### config.mk
export PLATFORM = sky130hd
export DESIGN_NAME = infix_to_postfix_converter
export DESIGN_NICKNAME = d
export VERILOG_FILES = /design/src/hw/rtl/i2p_pkg.sv /design/src/hw/rtl/i2p_datapath.sv /design/src/hw/rtl/i2p_ctrl.sv /design/src/hw/rtl/infix_to_postfix_converter.sv
export SDC_FILE = /design/constraint.sdc
export NUM_CORES = 1
export LEC_CHECK = 0
export BUFFER_PORTS_ARGS = -buffer_cell sky130_fd_sc_hd__clkbuf_2
export CAP_MARGIN = 20
export CORE_MARGIN = 1.5
export CORE_UTILIZATION = 34
export CTS_CLUSTER_DIAMETER = 100
export DETAILED_ROUTE_END_ITERATION = 8
export PLACE_DENSITY = 0.47
export RECOVER_POWER = 50
export SETUP_SLACK_MARGIN = 0.3
export SLEW_MARGIN = 20
export SYNTH_ARGS = -nofsm -noshare
export SYNTH_HDL_FRONTEND = slang
export SYNTH_SLANG_ARGS = --single-unit
### constraint.sdc
create_clock -name clk_i -period 7.73 [get_ports clk_i]
set_input_delay 2.319 -clock clk_i [delete_from_list [all_inputs] [get_ports clk_i]]
set_output_delay 2.319 -clock clk_i [all_outputs]
set_load 0.1 [all_outputs]
### src/hw/rtl/i2p_pkg.sv
`timescale 1ns / 1ps
// ----------------------------------------------------------------------------
// i2p_pkg
// Types, character codes, name table and helper functions shared by the
// infix to postfix converter.
// ----------------------------------------------------------------------------
package i2p_pkg;

  localparam int STACK_DEPTH = 16;
  localparam int LVL_W       = $clog2(STACK_DEPTH + 1);
  localparam int IDX_W       = $clog2(STACK_DEPTH);

  localparam int NUM_NAMES = 10;
  localparam int NAME_MAX  = 4;

  localparam logic [7:0] CH_NUL   = 8'h00;
  localparam logic [7:0] CH_SPACE = " ";
  localparam logic [7:0] CH_ZERO  = "0";
  localparam logic [7:0] CH_NINE  = "9";
  localparam logic [7:0] CH_DOT   = ".";
  localparam logic [7:0] CH_LA    = "a";
  localparam logic [7:0] CH_LZ    = "z";
  localparam logic [7:0] CH_X     = "x";
  localparam logic [7:0] CH_BANG  = "!";
  localparam logic [7:0] CH_OPEN  = "(";
  localparam logic [7:0] CH_CLOSE = ")";
  localparam logic [7:0] CH_PLUS  = "+";
  localparam logic [7:0] CH_MINUS = "-";
  localparam logic [7:0] CH_NEG   = "~";
  localparam logic [7:0] CH_POW   = "^";
  localparam logic [7:0] CH_MUL   = "*";
  localparam logic [7:0] CH_DIV   = "/";
  localparam logic [7:0] CH_MOD   = "M";

  localparam logic [2:0] NAME_LEN [NUM_NAMES] = '{
    3'd3, 3'd3, 3'd3, 3'd4, 3'd4, 3'd4, 3'd4, 3'd2, 3'd3, 3'd3
  };
  localparam logic [31:0] NAME_PACKED [NUM_NAMES] = '{
    32'h0073696E, 32'h00636F73, 32'h0074616E, 32'h6173696E, 32'h61636F73,
    32'h6174616E, 32'h73717274, 32'h00006C6E, 32'h006C6F67, 32'h006D6F64
  };
  localparam logic [7:0] NAME_CODE [NUM_NAMES] = '{
    "s", "c", "t", "S", "C", "T", "q", "l", "L", "M"
  };

  typedef enum logic [2:0] {
    ST_OK       = 3'd0,
    ST_CLOSE    = 3'd1,
    ST_OPEN     = 3'd2,
    ST_OVERFLOW = 3'd3,
    ST_NAME     = 3'd4
  } status_e;

  typedef enum logic [2:0] {
    K_START, K_OPERAND, K_OPERATOR, K_OPEN, K_FUNC
  } kind_e;

  typedef enum logic [3:0] {
    CL_DIGIT, CL_LETTER, CL_OPERAND, CL_OPEN, CL_CLOSE,
    CL_PLUS, CL_MINUS, CL_OPER, CL_OTHER
  } class_e;

  typedef enum logic [2:0] {
    EM_NONE, EM_CHAR, EM_SPACE, EM_TOP, EM_END, EM_ERR
  } emit_e;

  typedef enum logic [1:0] {
    PUSH_CHAR, PUSH_OP, PUSH_FUNC
  } push_e;

  typedef enum logic [3:0] {
    S_IDLE, S_DISPATCH, S_PUSHOP, S_PUSHOP_SP, S_CLOSE, S_CLOSE_SP,
    S_CLOSE_FN, S_FN_SP, S_CHAR_SP, S_AFTER, S_FLUSH, S_FLUSH_SP,
    S_END, S_ERR
  } state_e;

  typedef struct packed {
    logic    load_in;
    emit_e   emit;
    status_e code;
    logic    pop;
    logic    push;
    push_e   push_sel;
    logic    load_op;
    logic    op_mod;
    logic    set_prev;
    kind_e   prev;
    logic    set_number;
    logic    clear_number;
    logic    take_letter;
    logic    set_error;
    logic    reset_all;
  } cmd_t;

  typedef struct packed {
    class_e cls;
    logic   last;
    logic   error_seen;
    logic   in_number;
    logic   name_pending;
    logic   unary;
    logic   lt_match;
    logic   lt_mod;
    logic   lt_full;
    logic   level_zero;
    logic   stack_full;
    logic   pop_ok;
    logic   top_open;
    logic   top_func;
    logic   out_free;
  } stat_t;

  function automatic logic [2:0] prio(logic [7:0] c);
    logic [2:0] p;
    case (c)
      CH_NEG:                 p = 3'd4;
      CH_POW:                 p = 3'd3;
      CH_MOD, CH_MUL, CH_DIV: p = 3'd2;
      CH_PLUS, CH_MINUS:      p = 3'd1;
      default:                p = 3'd0;
    endcase
    return p;
  endfunction

  function automatic logic is_func(logic [7:0] c);
    logic f;
    case (c)
      "s", "c", "t", "S", "C", "T", "q", "l", "L": f = 1'b1;
      default:                                     f = 1'b0;
    endcase
    return f;
  endfunction

  function automatic class_e char_class(logic [7:0] c, logic name_pending);
    class_e k;
    if ((c >= CH_ZERO && c <= CH_NINE) || c == CH_DOT) begin
      k = CL_DIGIT;
    end else if (c >= CH_LA && c <= CH_LZ && !(c == CH_X && !name_pending)) begin
      k = CL_LETTER;
    end else begin
      case (c)
        CH_X, CH_BANG:          k = CL_OPERAND;
        CH_OPEN:                k = CL_OPEN;
        CH_CLOSE:               k = CL_CLOSE;
        CH_PLUS:                k = CL_PLUS;
        CH_MINUS:               k = CL_MINUS;
        CH_NEG, CH_MUL, CH_DIV,
        CH_POW:                 k = CL_OPER;
        default:                k = CL_OTHER;
      endcase
    end
    return k;
  endfunction

endpackage

### src/hw/rtl/i2p_datapath.sv
`timescale 1ns / 1ps
// ----------------------------------------------------------------------------
// i2p_datapath
// Input holding register, operator stack, name buffer, parse flags and the
// output register; acts on commands from the controller.
// ----------------------------------------------------------------------------
module i2p_datapath import i2p_pkg::*; (
  input  logic       clk_i,
  input  logic       rst_ni,
  input  logic [7:0] in_char_i,
  input  logic       in_last_i,
  input  cmd_t       cmd_i,
  output stat_t      stat_o,
  output logic [7:0] out_char_o,
  output logic       out_last_o,
  output logic [2:0] status_o,
  output logic       out_valid_o,
  input  logic       out_stall_i
);

  logic [7:0]       char_q;
  logic             last_q;
  logic [7:0]       op_q;
  logic [7:0]       stack_q [STACK_DEPTH];
  logic [LVL_W-1:0] level_q, level_d;
  kind_e            prev_q, prev_d;
  logic             number_q, number_d;
  logic [31:0]      name_q, name_d;
  logic [2:0]       name_len_q, name_len_d;
  logic             error_q, error_d;

  logic             out_valid_q, out_valid_d;
  logic [7:0]       out_char_q;
  logic             out_last_q;
  logic [2:0]       out_status_q;

  logic [LVL_W-1:0] level_dec;
  logic [7:0]       top;
  logic [7:0]       push_data;
  logic [31:0]      name_next;
  logic [2:0]       len_next;
  logic             lt_match;
  logic [7:0]       lt_code;
  logic [2:0]       pt, po;
  logic             op_right;

  assign level_dec = level_q - 1'b1;
  assign top       = stack_q[level_dec[IDX_W-1:0]];

  // name lookup on the buffer with the current letter appended
  assign name_next = {name_q[23:0], char_q};
  assign len_next  = name_len_q + 3'd1;

  always_comb begin
    lt_match = 1'b0;
    lt_code  = CH_NUL;
    for (int i = 0; i < NUM_NAMES; i++) begin
      if (NAME_LEN[i] == len_next && NAME_PACKED[i] == name_next) begin
        lt_match = 1'b1;
        lt_code  = NAME_CODE[i];
      end
    end
  end

  assign pt       = prio(top);
  assign po       = prio(op_q);
  assign op_right = (op_q == CH_NEG) || (op_q == CH_POW);

  always_comb begin
    stat_o.cls          = char_class(char_q, name_len_q != 3'd0);
    stat_o.last         = last_q;
    stat_o.error_seen   = error_q;
    stat_o.in_number    = number_q;
    stat_o.name_pending = name_len_q != 3'd0;
    stat_o.unary        = prev_q != K_OPERAND;
    stat_o.lt_match     = lt_match;
    stat_o.lt_mod       = lt_match && (lt_code == CH_MOD);
    stat_o.lt_full      = len_next >= 3'(NAME_MAX);
    stat_o.level_zero   = level_q == '0;
    stat_o.stack_full   = level_q >= LVL_W'(STACK_DEPTH);
    stat_o.pop_ok       = (level_q != '0) && (pt != 3'd0) &&
                          ((pt > po) || (pt == po && !op_right));
    stat_o.top_open     = top == CH_OPEN;
    stat_o.top_func     = is_func(top);
    stat_o.out_free     = !out_valid_q || !out_stall_i;
  end

  // input holding and pending operator
  always_ff @(posedge clk_i) begin
    if (cmd_i.load_in) begin
      char_q <= in_char_i;
      last_q <= in_last_i;
    end
    if (cmd_i.load_op) begin
      if (cmd_i.op_mod) begin
        op_q <= CH_MOD;
      end else if (char_q == CH_MINUS && prev_q != K_OPERAND) begin
        op_q <= CH_NEG;
      end else begin
        op_q <= char_q;
      end
    end
  end

  always_comb begin
    case (cmd_i.push_sel)
      PUSH_OP:   push_data = op_q;
      PUSH_FUNC: push_data = lt_code;
      default:   push_data = char_q;
    endcase
  end

  always_ff @(posedge clk_i) begin
    if (cmd_i.push) begin
      stack_q[level_q[IDX_W-1:0]] <= push_data;
    end
  end

  always_comb begin
    level_d    = level_q;
    prev_d     = prev_q;
    number_d   = number_q;
    name_d     = name_q;
    name_len_d = name_len_q;
    error_d    = error_q;
    if (cmd_i.pop) begin
      level_d = level_dec;
    end else if (cmd_i.push) begin
      level_d = level_q + 1'b1;
    end
    if (cmd_i.set_prev) begin
      prev_d = cmd_i.prev;
    end
    if (cmd_i.set_number) begin
      number_d = 1'b1;
    end else if (cmd_i.clear_number) begin
      number_d = 1'b0;
    end
    if (cmd_i.take_letter) begin
      if (lt_match) begin
        name_d     = '0;
        name_len_d = '0;
      end else begin
        name_d     = name_next;
        name_len_d = len_next;
      end
    end
    if (cmd_i.set_error) begin
      error_d = 1'b1;
    end
    if (cmd_i.reset_all) begin
      level_d    = '0;
      prev_d     = K_START;
      number_d   = 1'b0;
      name_d     = '0;
      name_len_d = '0;
      error_d    = 1'b0;
    end
  end

  always_ff @(posedge clk_i or negedge rst_ni) begin
    if (!rst_ni) begin
      level_q    <= '0;
      prev_q     <= K_START;
      number_q   <= 1'b0;
      name_q     <= '0;
      name_len_q <= '0;
      error_q    <= 1'b0;
    end else begin
      level_q    <= level_d;
      prev_q     <= prev_d;
      number_q   <= number_d;
      name_q     <= name_d;
      name_len_q <= name_len_d;
      error_q    <= error_d;
    end
  end

  // output register, one character per transfer
  always_comb begin
    out_valid_d = out_valid_q;
    if (cmd_i.emit != EM_NONE) begin
      out_valid_d = 1'b1;
    end else if (!out_stall_i) begin
      out_valid_d = 1'b0;
    end
  end

  always_ff @(posedge clk_i or negedge rst_ni) begin
    if (!rst_ni) begin
      out_valid_q <= 1'b0;
    end else begin
      out_valid_q <= out_valid_d;
    end
  end

  always_ff @(posedge clk_i) begin
    case (cmd_i.emit)
      EM_CHAR: begin
        out_char_q   <= char_q;
        out_last_q   <= 1'b0;
        out_status_q <= ST_OK;
      end
      EM_SPACE: begin
        out_char_q   <= CH_SPACE;
        out_last_q   <= 1'b0;
        out_status_q <= ST_OK;
      end
      EM_TOP: begin
        out_char_q   <= top;
        out_last_q   <= 1'b0;
        out_status_q <= ST_OK;
      end
      EM_END: begin
        out_char_q   <= CH_NUL;
        out_last_q   <= 1'b1;
        out_status_q <= ST_OK;
      end
      EM_ERR: begin
        out_char_q   <= CH_NUL;
        out_last_q   <= 1'b1;
        out_status_q <= cmd_i.code;
      end
      default: begin
        out_char_q   <= out_char_q;
        out_last_q   <= out_last_q;
        out_status_q <= out_status_q;
      end
    endcase
  end

  assign out_char_o  = out_char_q;
  assign out_last_o  = out_last_q;
  assign status_o    = out_status_q;
  assign out_valid_o = out_valid_q;

endmodule

### src/hw/rtl/i2p_ctrl.sv
`timescale 1ns / 1ps
// ----------------------------------------------------------------------------
// i2p_ctrl
// Sequencer for the converter: takes one character, then walks the
// shunting-yard steps one stack operation or output character per cycle while the output is free.
// ----------------------------------------------------------------------------
module i2p_ctrl import i2p_pkg::*; (
  input  logic  clk_i,
  input  logic  rst_ni,
  input  logic  in_valid_i,
  output logic  in_stall_o,
  input  stat_t stat_i,
  output cmd_t  cmd_o
);

  state_e  state_q, state_d;
  status_e err_q, err_d;
  logic    free;

  assign free = stat_i.out_free;

  always_ff @(posedge clk_i or negedge rst_ni) begin
    if (!rst_ni) begin
      state_q <= S_IDLE;
      err_q   <= ST_OK;
    end else begin
      state_q <= state_d;
      err_q   <= err_d;
    end
  end

  // next state
  always_comb begin
    state_d = state_q;
    err_d   = err_q;
    case (state_q)
      S_IDLE: begin
        if (in_valid_i) begin
          state_d = S_DISPATCH;
        end
      end
      S_DISPATCH: begin
        if (stat_i.error_seen) begin
          state_d = S_IDLE;
        end else if (stat_i.cls == CL_DIGIT) begin
          if (stat_i.name_pending) begin
            err_d   = ST_NAME;
            state_d = S_ERR;
          end else if (free) begin
            state_d = S_AFTER;
          end
        end else if (stat_i.in_number) begin
          state_d = S_DISPATCH;
        end else if (stat_i.cls == CL_LETTER) begin
          if (stat_i.lt_match) begin
            if (stat_i.lt_mod) begin
              state_d = S_PUSHOP;
            end else if (stat_i.stack_full) begin
              err_d   = ST_OVERFLOW;
              state_d = S_ERR;
            end else begin
              state_d = S_AFTER;
            end
          end else if (stat_i.lt_full) begin
            err_d   = ST_NAME;
            state_d = S_ERR;
          end else begin
            state_d = S_AFTER;
          end
        end else if (stat_i.name_pending) begin
          err_d   = ST_NAME;
          state_d = S_ERR;
        end else begin
          case (stat_i.cls)
            CL_OPERAND: begin
              if (free) begin
                state_d = S_CHAR_SP;
              end
            end
            CL_OPEN: begin
              if (stat_i.stack_full) begin
                err_d   = ST_OVERFLOW;
                state_d = S_ERR;
              end else begin
                state_d = S_AFTER;
              end
            end
            CL_CLOSE: state_d = S_CLOSE;
            CL_PLUS:  state_d = stat_i.unary ? S_AFTER : S_PUSHOP;
            CL_MINUS, CL_OPER: state_d = S_PUSHOP;
            default:  state_d = S_AFTER;
          endcase
        end
      end
      S_PUSHOP: begin
        if (stat_i.pop_ok) begin
          if (free) begin
            state_d = S_PUSHOP_SP;
          end
        end else if (stat_i.stack_full) begin
          err_d   = ST_OVERFLOW;
          state_d = S_ERR;
        end else begin
          state_d = S_AFTER;
        end
      end
      S_PUSHOP_SP: begin
        if (free) begin
          state_d = S_PUSHOP;
        end
      end
      S_CLOSE: begin
        if (stat_i.level_zero) begin
          err_d   = ST_CLOSE;
          state_d = S_ERR;
        end else if (!stat_i.top_open) begin
          if (free) begin
            state_d = S_CLOSE_SP;
          end
        end else begin
          state_d = S_CLOSE_FN;
        end
      end
      S_CLOSE_SP: begin
        if (free) begin
          state_d = S_CLOSE;
        end
      end
      S_CLOSE_FN: begin
        if (!stat_i.level_zero && stat_i.top_func) begin
          if (free) begin
            state_d = S_FN_SP;
          end
        end else begin
          state_d = S_AFTER;
        end
      end
      S_FN_SP, S_CHAR_SP: begin
        if (free) begin
          state_d = S_AFTER;
        end
      end
      S_AFTER: begin
        state_d = stat_i.last ? S_FLUSH : S_IDLE;
      end
      S_FLUSH: begin
        if (stat_i.in_number) begin
          state_d = S_FLUSH;
        end else if (stat_i.name_pending) begin
          err_d   = ST_NAME;
          state_d = S_ERR;
        end else if (!stat_i.level_zero) begin
          if (stat_i.top_open) begin
            err_d   = ST_OPEN;
            state_d = S_ERR;
          end else if (free) begin
            state_d = S_FLUSH_SP;
          end
        end else begin
          state_d = S_END;
        end
      end
      S_FLUSH_SP: begin
        if (free) begin
          state_d = S_FLUSH;
        end
      end
      S_END, S_ERR: begin
        if (free) begin
          state_d = S_IDLE;
        end
      end
      default: state_d = S_IDLE;
    endcase
  end

  // commands
  always_comb begin
    cmd_o      = '0;
    cmd_o.emit = EM_NONE;
    cmd_o.code = ST_OK;
    in_stall_o = state_q != S_IDLE;
    case (state_q)
      S_IDLE: begin
        cmd_o.load_in = in_valid_i;
      end
      S_DISPATCH: begin
        if (stat_i.error_seen) begin
          // characters after a fault are dropped until the end marker
          cmd_o.reset_all = stat_i.last;
        end else if (stat_i.cls == CL_DIGIT) begin
          if (!stat_i.name_pending && free) begin
            cmd_o.emit       = EM_CHAR;
            cmd_o.set_number = 1'b1;
            cmd_o.set_prev   = 1'b1;
            cmd_o.prev       = K_OPERAND;
          end
        end else if (stat_i.in_number) begin
          // number ends here
          if (free) begin
            cmd_o.emit         = EM_SPACE;
            cmd_o.clear_number = 1'b1;
          end
        end else if (stat_i.cls == CL_LETTER) begin
          cmd_o.take_letter = 1'b1;
          if (stat_i.lt_match) begin
            if (stat_i.lt_mod) begin
              cmd_o.load_op = 1'b1;
              cmd_o.op_mod  = 1'b1;
            end else if (!stat_i.stack_full) begin
              cmd_o.push     = 1'b1;
              cmd_o.push_sel = PUSH_FUNC;
              cmd_o.set_prev = 1'b1;
              cmd_o.prev     = K_FUNC;
            end
          end
        end else if (!stat_i.name_pending) begin
          case (stat_i.cls)
            CL_OPERAND: begin
              if (free) begin
                cmd_o.emit     = EM_CHAR;
                cmd_o.set_prev = 1'b1;
                cmd_o.prev     = K_OPERAND;
              end
            end
            CL_OPEN: begin
              if (!stat_i.stack_full) begin
                cmd_o.push     = 1'b1;
                cmd_o.push_sel = PUSH_CHAR;
                cmd_o.set_prev = 1'b1;
                cmd_o.prev     = K_OPEN;
              end
            end
            CL_PLUS: begin
              if (stat_i.unary) begin
                cmd_o.set_prev = 1'b1;
                cmd_o.prev     = K_OPERATOR;
              end else begin
                cmd_o.load_op = 1'b1;
              end
            end
            CL_MINUS, CL_OPER: begin
              cmd_o.load_op = 1'b1;
            end
            default: begin
              cmd_o.load_op = 1'b0;
            end
          endcase
        end
      end
      S_PUSHOP: begin
        if (stat_i.pop_ok) begin
          if (free) begin
            cmd_o.emit = EM_TOP;
            cmd_o.pop  = 1'b1;
          end
        end else begin
          cmd_o.set_prev = 1'b1;
          cmd_o.prev     = K_OPERATOR;
          if (!stat_i.stack_full) begin
            cmd_o.push     = 1'b1;
            cmd_o.push_sel = PUSH_OP;
          end
        end
      end
      S_CLOSE: begin
        if (!stat_i.level_zero) begin
          if (!stat_i.top_open) begin
            if (free) begin
              cmd_o.emit = EM_TOP;
              cmd_o.pop  = 1'b1;
            end
          end else begin
            // drop the matching open parenthesis
            cmd_o.pop = 1'b1;
          end
        end
      end
      S_CLOSE_FN: begin
        if (!stat_i.level_zero && stat_i.top_func) begin
          if (free) begin
            cmd_o.emit     = EM_TOP;
            cmd_o.pop      = 1'b1;
            cmd_o.set_prev = 1'b1;
            cmd_o.prev     = K_OPERAND;
          end
        end else begin
          cmd_o.set_prev = 1'b1;
          cmd_o.prev     = K_OPERAND;
        end
      end
      S_PUSHOP_SP, S_CLOSE_SP, S_FN_SP, S_CHAR_SP, S_FLUSH_SP: begin
        if (free) begin
          cmd_o.emit = EM_SPACE;
        end
      end
      S_FLUSH: begin
        if (stat_i.in_number) begin
          if (free) begin
            cmd_o.emit         = EM_SPACE;
            cmd_o.clear_number = 1'b1;
          end
        end else if (!stat_i.name_pending && !stat_i.level_zero && !stat_i.top_open) begin
          if (free) begin
            cmd_o.emit = EM_TOP;
            cmd_o.pop  = 1'b1;
          end
        end
      end
      S_END: begin
        if (free) begin
          cmd_o.emit      = EM_END;
          cmd_o.reset_all = 1'b1;
        end
      end
      S_ERR: begin
        if (free) begin
          cmd_o.emit      = EM_ERR;
          cmd_o.code      = err_q;
          cmd_o.set_error = 1'b1;
          cmd_o.reset_all = stat_i.last;
        end
      end
      default: begin
        cmd_o.load_in = 1'b0;
      end
    endcase
  end

endmodule

### src/hw/rtl/infix_to_postfix_converter.sv
`timescale 1ns / 1ps
// ----------------------------------------------------------------------------
// infix_to_postfix_converter
// Streaming shunting-yard converter from infix text to postfix text.
// ----------------------------------------------------------------------------
// One infix character is taken per input transfer and the postfix text comes
// out one character per output transfer, every token followed by a space; an
// item marked last flushes the operator stack and closes with a zero
// character flagged last, or a fault ends the expression early with a
// status code. A sequencer handles one character at a time and takes no new
// input until it is done; the output register moves one character a cycle
// while the output is not stalled. A character that ends a number first
// writes the number's space. An operator or a completed mod pops and writes
// out, each with its space, every stacked operator that goes first by
// priority and associativity, then is pushed; a closing parenthesis pops
// and writes out operators down to the open parenthesis, drops it, and then
// writes out a function that sits under it. A character marked last then
// ends a pending number, flushes the stack operator by operator until it is
// empty and writes the closing character. A fault writes the status
// character, and later characters up to the end marker are dropped. A
// stalled output holds the sequencer where it stands. The operator stack
// lives in flip-flops indexed by the fill level, so no clearing pass is
// needed after reset.
module infix_to_postfix_converter import i2p_pkg::*; (
  input  logic       clk_i,
  input  logic       rst_ni,
  input  logic       in_valid_i,
  output logic       in_stall_o,
  input  logic [7:0] in_char_i,
  input  logic       in_last_i,
  output logic       out_valid_o,
  input  logic       out_stall_i,
  output logic [7:0] out_char_o,
  output logic       out_last_o,
  output logic [2:0] status_o
);

  cmd_t  cmd;
  stat_t stat;

  i2p_ctrl u_ctrl (
    .clk_i      (clk_i),
    .rst_ni     (rst_ni),
    .in_valid_i (in_valid_i),
    .in_stall_o (in_stall_o),
    .stat_i     (stat),
    .cmd_o      (cmd)
  );

  i2p_datapath u_datapath (
    .clk_i       (clk_i),
    .rst_ni      (rst_ni),
    .in_char_i   (in_char_i),
    .in_last_i   (in_last_i),
    .cmd_i       (cmd),
    .stat_o      (stat),
    .out_char_o  (out_char_o),
    .out_last_o  (out_last_o),
    .status_o    (status_o),
    .out_valid_o (out_valid_o),
    .out_stall_i (out_stall_i)
  );

endmodule
Yosys cells after proc, flatten, opt, wreduce, memory -nomap -nowiden
Memory sizes are Yosys's and may differ from the RTL's.
Cells that the tools add are included.
{"block": "totals", "ramBits": 128, "out_inout_bits": 14, "wordCells": 369, "n_memories": 1, "reg_bits": 74, "input_bits": 13}
{"block": "classes", "addsub": 3, "n_mux": 174, "reduce_logical": 68, "n_lt_le_gt_ge": 7, "n_eq_ne": 100}
{"name": "u_datapath.stack_q", "depth": 16, "width": 8, "read_ports": 1, "rd_clocked_by_memory_dff": 0, "write_ports": 1, "line": "i2p_datapath.sv:24", "source": "logic [7:0] stack_q [STACK_DEPTH];"}
{"op": "2-to-1 mux 4 bit", "n": 43}
{"op": "equality test 23 x 32 -> 1 bit (first input constant)", "n": 5}
{"op": "equality test 8 x 7 -> 1 bit (second input constant)", "n": 19}
{"op": "equality test 8 x 6 -> 1 bit (second input constant)", "n": 17}
{"op": "equality test 31 x 32 -> 1 bit (first input constant)", "n": 4}
{"op": "2-to-1 mux 3 bit", "n": 42}
{"op": "2-to-1 mux 24 bit", "n": 3}
{"op": "2-to-1 mux 8 bit", "n": 9}
{"op": "one-hot mux 4 bit (12 select lines)", "n": 1}
{"op": "2-to-1 mux 1 bit", "n": 40}
{"op": "one-hot mux 3 bit (4 select lines)", "n": 3}
{"op": "equality test 15 x 32 -> 1 bit (first input constant)", "n": 1}
{"op": "equality test 4 x 3 -> 1 bit (second input constant)", "n": 8}
{"op": "one-hot mux 8 bit (4 select lines)", "n": 1}
{"op": "2-to-1 mux 5 bit", "n": 5}
{"op": "equality test 4 bit (second input constant)", "n": 6}
{"op": "one-hot mux 3 bit (8 select lines)", "n": 1}
{"op": "one-hot mux 4 bit (3 select lines)", "n": 2}
{"op": "one-hot mux 4 bit (6 select lines)", "n": 1}
{"op": "logical AND 1 bit", "n": 23}
{"op": "one-hot mux 4 bit (5 select lines)", "n": 1}
{"op": "2-to-1 mux 9 bit", "n": 2}
{"op": "equality test 4 x 2 -> 1 bit (second input constant)", "n": 4}
{"op": "2-to-1 mux 2 bit", "n": 8}
{"op": "other kinds (52)", "n": 103}

Longest topological paths before layout
Gate-level depths: netlist of the first run.
{"block": "logic_depth", "depth_word": 25, "ltp_mapped": 29, "mapped_depth_nobuf": 24}

By module
Synthesis of the first run repeated with hierarchy kept, for this count alone.
{"block": "hier_totals", "cells_unflattened": 897, "hier_area_um2": 10573.9}
{"mod": "i2p_datapath", "seq_area_each_um2": 5665.4, "n_inst": 1, "area_per_inst_um2": 9087.5, "cells_per_inst": 674}
{"mod": "i2p_ctrl", "seq_area_each_um2": 175.2, "n_inst": 1, "area_per_inst_um2": 1486.4, "cells_per_inst": 223}

Least setup slack after synthesis of the first run
Ideal clock, no wire load.
{"block": "synth_path", "path_kind": "flip-flop to flip-flop", "startpoint": "register u_datapath.level_q[0]", "endpoint": "memory u_datapath.stack_q[0][5], data pin", "synth_period_minus_slack_ps": 6104, "arrival_ps": 5773, "setup_ps": 330, "path_stages_with_launch": 27, "n_path_buf": 5, "slack_ps": 1626, "t_required_ps": 7400, "cell_sequence": "dfrtp_1 buf_6 buf_12 buf_8 inv_1 ha_1 buf_2 clkbuf_1 mux4_2 a221oi_2 nand3b_4 nor2_1 a22oi_1 o32a_1 o22ai_1 ha_1 a21oi_1 nor2b_1 o221ai_1 a2111o_1 nand3_1 nor2_1 inv_1 ha_1 inv_1 o31a_1 o21ai_0"}
{"block": "synth_between", "elab_chain_len": 13, "word_cells_on_any_way": 34, "cone_classes": "1 x add/sub; 2 x order compare; 10 x eq/ne; 12 x mux; 8 x reduce/logical; 1 x memory"}
{"item": "from (decl)", "line": "i2p_datapath.sv:25", "source": "logic [LVL_W-1:0] level_q, level_d;"}
{"item": "from (signal assigned)", "line": "i2p_datapath.sv:170", "source": "level_q <= level_d;"}
{"item": "parallel branches: the longest is 10 deep, another holds memory read (16 x 8 bit)"}
{"item": "one-hot mux 3 bit (2 select lines) (*)", "line": "i2p_ctrl.sv:183", "source": "case (state_q)"}
{"item": "equality test 2 bit or equality test 2 x 1 -> 1 bit (tied branches)", "line": "i2p_datapath.sv:106", "source": "case (cmd_i.push_sel)"}
{"item": "one-hot mux 8 bit (2 select lines) (*)", "line": "i2p_datapath.sv:106"}
{"item": "net u_datapath.push_data[5]", "line": "i2p_datapath.sv:39", "source": "logic [7:0] push_data;"}
{"item": "to (decl)", "line": "i2p_datapath.sv:24"}
Mark *: on every way through the listed nets, which the timed path passes.

Worst setup path in the final report of the first run
{"block": "layout_path", "startpoint": "register u_datapath.level_q[1]", "endpoint": "memory u_datapath.stack_q[14][6], data pin"}
The elaborated chain is that of the path after synthesis.

==> impl_metrics.tcl, run 1 <==
set metrics [dict create \
    arrival_ns 7.19 \
    rsz0062_at_grt "false" \
    p_leak_nw 4.07 \
    wl_mm 27.9 \
    fmax_mhz 147 \
    io_buffers 26 \
    first_pass_iters 5 \
    cts_resized 0 \
    synth_edf_count 157 \
    drv_slew 74 \
    fin_hold_ws_ns 0.506 \
    worstSetupPathType "reg2reg" \
    yosys_warnings 0 \
    layout_setup_ws_ns 0.917 \
    drt_iter0_markers 603 \
    io_pins 27 \
    postCtsSetupBuffers 0 \
    cts_hold_buf 0 \
    gr-usage-all-layers 0.180 \
    die_y_um 177 \
    post_drt_wl_per_cell_um 21.9 \
    numCtsBuffers 25 \
    vias 7222 \
    final_common_cell "edfxtp_1" \
    synthTopCellsByArea "edfxtp_1 (46%), dfrtp_1 (11%), mux4_2 (7.0%)" \
    clockBufferDepth 3 \
    regArea_um2 5840 \
    yosysTopAreaCell "edfxtp_1" \
    syn_area_um2 10300 \
    yosys.area_share.simple 0.157 \
    nets 898 \
    violations "capacitance limit, slew limit" \
    clock_skew_ns 0.0129 \
    power_mw 4.66 \
    synth_xor_area_frac 0.00339 \
    first_global_vias 7102 \
    cts_max_level 1 \
    cts-root-buf "clkbuf_16" \
    worst_pin_slew_ns 2.69 \
    syn-num-nets 873 \
    multi_input_area_um2 4090 \
    dp_slack_ns 1.14 \
    drive_gt1_frac 0.131 \
    fillers 2913 \
    synthAdderAreaFrac 0.0169 \
    max_cap_viol_count 2 \
    async_flop_share 0.223 \
    overflow 0 \
    cp_max_fo 26 \
    worstSkewPairLatency_ns 0.54 \
    std_cell_rows 63 \
    synth_top_area_frac 0.456 \
    die-area_um2 31500 \
    max-vdd-ir-drop_v 0.000176 \
    start_kind "flop" \
    synth_top_family_by_area "simple AND/OR/NAND/NOR gates" \
    crit_path_end_kind "flop" \
    coreArea_um2 29800 \
    place_congestion 0.846 \
    clock_sinks 202 \
    power_density_nw_per_um2 403 \
    min_path_type "reg2reg" \
    final_cells 1275 \
    syn_inst 846 \
    antenna_found_initial 0 \
    area_delta_synth_final_pct 11.8 \
    grt_pass1_wl_mm 43.1 \
    fin_util 0.388 \
    synth_compound_area_frac 0.140 \
    die_x_um 177 \
    diodes 0 \
    design_area_um2 11600 \
    placed_cell_area_um2 10900 \
    start_util 0.347 \
    synth_seq_cells 202 \
    synth.area.mux_share 0.0796 \
    synth-main-ff-cell "edfxtp_1" \
    fin_crit_ns 6.81 \
    seq_area_frac_synth 0.565 \
    status "complete, but fails checks" \
    dp.cells 1233 \
    hold_viol 0 \
    layout_common_cells "edfxtp_1 (157), nand2_1 (79), nor2_1 (53)" \
    max_slew_margin -0.796 \
    drcViolationCount 0 \
    required_ns 8.11 \
    setup_violations 0 \
    syn_area_per_cell_um2 12.2 \
    via_per_inst 5.66 \
    cts.clk_slew.worst_paths_ns 0.06 \
    fin_crit_sh 0.881 \
    synthDistinctLibCells 88 \
    dpl.hpwl_mm 19.1 \
    setup_tns_ns 0 \
    grt_max_degree 46 \
    cts_tree "done" \
    drtAntennaViolNets 0 \
]
[sequential cells by signal (all words and copies together), names as in the netlist]
| name | cells |
|---|---|
| u_datapath.name_len_q | 3 |
| u_ctrl.state_q | 4 |
| u_datapath.char_q | 8 |
| u_datapath.prev_q | 3 |
| u_datapath.level_q | 5 |
| u_datapath.status_o | 3 |
| u_datapath.op_q | 8 |
| u_ctrl.err_q | 3 |
| u_datapath.last_q | 1 |
| u_datapath.out_last_o | 1 |
| u_datapath.error_q | 1 |
| u_datapath.out_char_o | 8 |
| u_datapath.number_q | 1 |
| u_datapath.out_valid_o | 1 |
| u_datapath.stack_q | 128 |
| u_datapath.name_q | 24 |
[cell families after synthesis]
| family | after synthesis |
|---|---|
| adder cells (fa/ha/maj) | 14 |
| AND/OR/NAND/NOR | 300 |
| multiplexers | 42 |
| AO/OA/AOI/OAI | 193 |
| XOR/XNOR | 4 |
| flip-flops | 202 |
| buffers and inverters | 91 |
[layer usage]
metal,part of all wire,up-vias,global-route usage,wire length (µm)
li1,-,3334,-,-
met1,0.45,3670,0.244,12700
met2,0.48,173,0.301,13400
met3,0.037,45,0.0231,1030
met4,0.027,0,0.0518,745
met5,0,-,0,0
[layout make-up]
cell class / instances / share of cell area
clock buffers: 33 / 0.0584
clock inverters: 8 / 0.00552
inverters: 43 / 0.0140
multi-input cells: 553 / 0.354
flip-flops and latches: 202 / 0.505
well taps: 390 / 0.0422
repair buffers: 46 / 0.0210
[final timing paths]
path	from	to	slack [ns]	depth (start not counted)
worst max-delay path	u_datapath.level_q[1]	u_datapath.stack_q[14][6]	0.92	22
worst min-delay path	u_datapath.name_q[5]	u_datapath.name_q[5]	0.51	2
worst max register to register	u_datapath.level_q[1]	u_datapath.stack_q[14][6]	0.92	22
worst min register to register	u_datapath.name_q[5]	u_datapath.name_q[5]	0.51	2
max in group asynchronous	rst_ni	u_datapath.level_q[0]	3.28	2
min in group asynchronous	rst_ni	u_datapath.name_q[19]	2.74	2
[report_power, final]
| part | internal (mW) | switching, mW | leakage, nW | total, mW |
|---|---|---|---|---|
| registers | 1.37 | 0.172 | 2.02 | 1.54 |
| logic | 0.658 | 1.38 | 1.69 | 2.04 |
| clock network | 0.615 | 0.459 | 0.363 | 1.07 |
| total | 2.65 | 2.01 | 4.07 | 4.66 |
[critical path, cell delays in order, from the launching register on]
cell and delay (ns):
dfrtp_1 0.52, inv_1 0.11, ha_1 0.60, buf_12 0.27
mux4_2 0.33, inv_1 0.07, o22ai_1 0.08, a221oi_1 0.79
nand3b_1 0.32, nor2_1 0.08, a22oi_1 0.20, o32a_1 0.18
o22ai_1 0.09, ha_1 0.33, a21oi_1 0.06, nor2b_1 0.11
o221ai_1 0.14, a2111o_1 0.48, nand3_1 0.36, nor2_1 0.11
ha_1 0.49, o21ai_0 0.61, buf_4 0.29
[synthesized netlist by cell type, types with 4 or more instances]
master and number:
a211o_1 5, a21o_1 5, a21oi_1 39, a221o_1 7, a221oi_1 7, a22o_1 17, a22oi_1 6, and2_1 6
and3_1 8, buf_2 6, clkbuf_1 35, dfrtp_1 45, edfxtp_1 157, ha_1 14, inv_1 42, mux2i_1 8
mux4_2 32, nand2_1 79, nand2b_1 13, nand3_1 19, nand3b_1 5, nand4_1 12, nor2_1 53, nor2b_1 11
nor3_1 31, nor3b_1 4, nor4_1 13, nor4b_1 5, o211ai_1 5, o21ai_0 30, o22ai_1 13, o31ai_1 7
or2_2 8, or3_1 5, or4_1 4
Power figures use the tool's default switching activity.
==> run 2: changes to the inputs <==
- CTS_BUF_LIST: default -> sky130_fd_sc_hd__clkbuf_2
- SETUP_SLACK_MARGIN: 0.3 -> 0.2
- SYNTH_HIERARCHICAL: default -> 1
==> impl_metrics.tcl, run 2 <==
set metrics [dict create \
    multi_input_area_um2 4380 \
    crit_chain "inv_1 -> ha_1 -> xor2_4 -> mux4_2 -> mux2i_1 -> mux2i_1 -> nor3_1 -> nand2_1 -> o32a_1 -> ha_1 -> nand2b_1 -> a21o_1 -> a21oi_1 -> a211o_1 -> a21oi_1 -> inv_1 -> nand2_1 -> o21a_1 -> o22ai_1 -> nand2_1 -> nor2_1 -> clkbuf_1" \
    worstSkewPairLatency_ns 0.92 \
    numCtsBuffers 55 \
    synthDistinctLibCells 83 \
    power_mw 4.41 \
    die_y_um 179 \
    max-vdd-ir-drop_v 0.000173 \
    overflow 0 \
    slowest_stage "xor2_4" \
    io_buffers 26 \
    wl_mm 29.2 \
    required_ns 8.16 \
    fmax_mhz 147 \
    fin_crit_ns 6.79 \
    clock_sinks 202 \
    cts.clk_slew.worst_paths_ns 0.11 \
    grt_pass1_wl_mm 44.7 \
    synth_commonest_cells "edfxtp_1 (157), nor2_1 (85), nand2_1 (78), dfrtp_1 (45), a21oi_1 (35)" \
    arrival_ns 7.22 \
    start_kind "flop" \
    drcViolationCount 0 \
    seq_area_frac_synth 0.552 \
    drv_slew 46 \
    syn_area_per_cell_um2 11.8 \
    cpPeakStageDelay_ns 0.76 \
    first_global_vias 7404 \
    regArea_um2 5840 \
    layout_setup_ws_ns 0.943 \
    setup.worst_path.start "u_datapath/level_q[0]" \
    hp-start "u_datapath/name_q[22]" \
    via_per_inst 5.47 \
    power_density_nw_per_um2 379 \
    yosysTopAreaCell "edfxtp_1" \
    synthTopCellsByArea "edfxtp_1 (45%), dfrtp_1 (11%), mux4_2 (4.9%)" \
    cts_max_level 2 \
    first_pass_iters 5 \
    crit_path_end_kind "flop" \
    synth_seq_cells 202 \
    design_area_um2 11600 \
    max_slew_margin -0.767 \
    fin_util 0.380 \
    grt_max_degree 46 \
    cp_max_fo 23 \
    syn-num-nets 925 \
    syn_area_um2 10600 \
    cpMostUsedCell "nand2_1" \
    nets 982 \
    antenna_found_initial 2 \
    postCtsSetupBuffers 0 \
    layout_common_cells "edfxtp_1 (157), clkbuf_2 (91), nor2_1 (85)" \
    dpl.hpwl_mm 19.7 \
    post_drt_wl_per_cell_um 20.9 \
    p_leak_nw 4.14 \
    synth.most_common_cell "edfxtp_1" \
    min_path_type "reg2reg" \
    cp.depth 22 \
    clock_skew_ns 0.144 \
    drive_gt1_frac 0.163 \
    final_common_cell "edfxtp_1" \
    die-area_um2 32200 \
    syn_inst 897 \
    cts_hold_buf 0 \
    drtAntennaViolNets 0 \
    synth-main-ff-cell "edfxtp_1" \
    coreArea_um2 30600 \
    max_cap_viol_count 1 \
    worstSetupPathType "reg2reg" \
    critPathBufInv 3 \
    r2r-start "u_datapath/level_q[0]" \
    status "complete, but fails checks" \
    setup_tns_ns 0 \
    fin_crit_sh 0.878 \
    cp_top_family "compound AO/OA/AOI/OAI gates" \
    yosys_warnings 6 \
    worst_pin_slew_ns 2.65 \
    violations "capacitance limit, slew limit" \
    placed_cell_area_um2 11200 \
    synth_edf_count 157 \
    vias 7650 \
    die_x_um 179 \
    place_congestion 0.877 \
    area_delta_synth_final_pct 9.81 \
    rsz0062_at_grt "false" \
    cts-root-buf "clkbuf_2" \
    fillers 3010 \
    dp_slack_ns 1.17 \
    io_pins 27 \
    largest_reg_flops 128 \
    cts_resized 0 \
    async_flop_share 0.223 \
    gr-usage-all-layers 0.186 \
    reg2reg_depth 22 \
    synth_top_area_frac 0.446 \
    drt_iter0_markers 672 \
    std_cell_rows 64 \
    hold_viol 0 \
    cts_tree "done" \
    hold_depth 1 \
    clockBufferDepth 3 \
    setup_violations 0 \
    start_util 0.346 \
]
[run 2: power breakdown]
part / total (mW) / internal, mW / switching [mW] / leakage (nW)
registers: 1.52 / 1.37 / 0.148 / 2.03
clock network: 0.747 / 0.285 / 0.461 / 0.377
logic: 2.14 / 0.720 / 1.42 / 1.73
total: 4.41 / 2.37 / 2.03 / 4.14
[run 2: kinds of logic after synthesis]
family / Yosys count / synth area share
simple gates: 351 / 0.177
flops: 202 / 0.552
compound gates: 182 / 0.126
buf+inv: 79 / 0.0347
mux: 56 / 0.0816
fa+ha+maj: 15 / 0.0177
xor+xnor: 12 / 0.0106
[run 2: path summary, 6_finish.rpt]
| check | end | slack [ns] |
|---|---|---|
| worst max register to register | u_datapath/stack_q[10][6] | 0.94 |
| worst min register to register | u_datapath/name_q[22] | 0.53 |
| worst min-delay path | u_datapath/name_q[22] | 0.53 |
| worst max-delay path | u_datapath/stack_q[10][6] | 0.94 |
| max in group asynchronous | u_datapath/level_q[0] | 3.74 |
| min in group asynchronous | u_ctrl/state_q[1] | 2.31 |
[run 2: layout make-up]
| type | instances | share of cell area |
|---|---|---|
| Multi-Input combinational cell | 616 | 0.377 |
| Clock buffer | 80 | 0.0345 |
| Clock inverter | 24 | 0.00916 |
| Tap cell | 396 | 0.0427 |
| Timing Repair Buffer | 56 | 0.0258 |
| Antenna cell | 2 | 0.000431 |
| Inverter | 23 | 0.00744 |
| Sequential cell | 202 | 0.503 |
[run 2: through the flow]
stage               hold WS, ns  cells
CTS                       0.528   1397
detailed placement        0.498   1293
finish                    0.529   1399
floorplan                 0.461    897
global placement          0.493   1293
global route              0.554   1399
[run 2: worst reg2reg max path: stages (launching register included)]
cell and delay, ns:
dfrtp_2 0.41, inv_1 0.19, ha_1 0.34, xor2_4 0.76
mux4_2 0.43, mux2i_1 0.19, mux2i_1 0.25, nor3_1 0.36
nand2_1 0.15, o32a_1 0.35, ha_1 0.30, nand2b_1 0.15
a21o_1 0.17, a21oi_1 0.14, a211o_1 0.12, a21oi_1 0.08
inv_1 0.13, nand2_1 0.12, o21a_1 0.15, o22ai_1 0.45
nand2_1 0.23, nor2_1 0.14, clkbuf_1 0.68
[run 2: metal layers]
metal  wire [µm]  part of all wire  vias to the layer above  GRT usage
li1            -                 -                     3585          -
met2       13300              0.46                      241      0.281
met3        1590             0.054                       48     0.0304
met5           0                 0                        -          0
met1       13700              0.47                     3776      0.270
met4         665             0.023                        0     0.0634
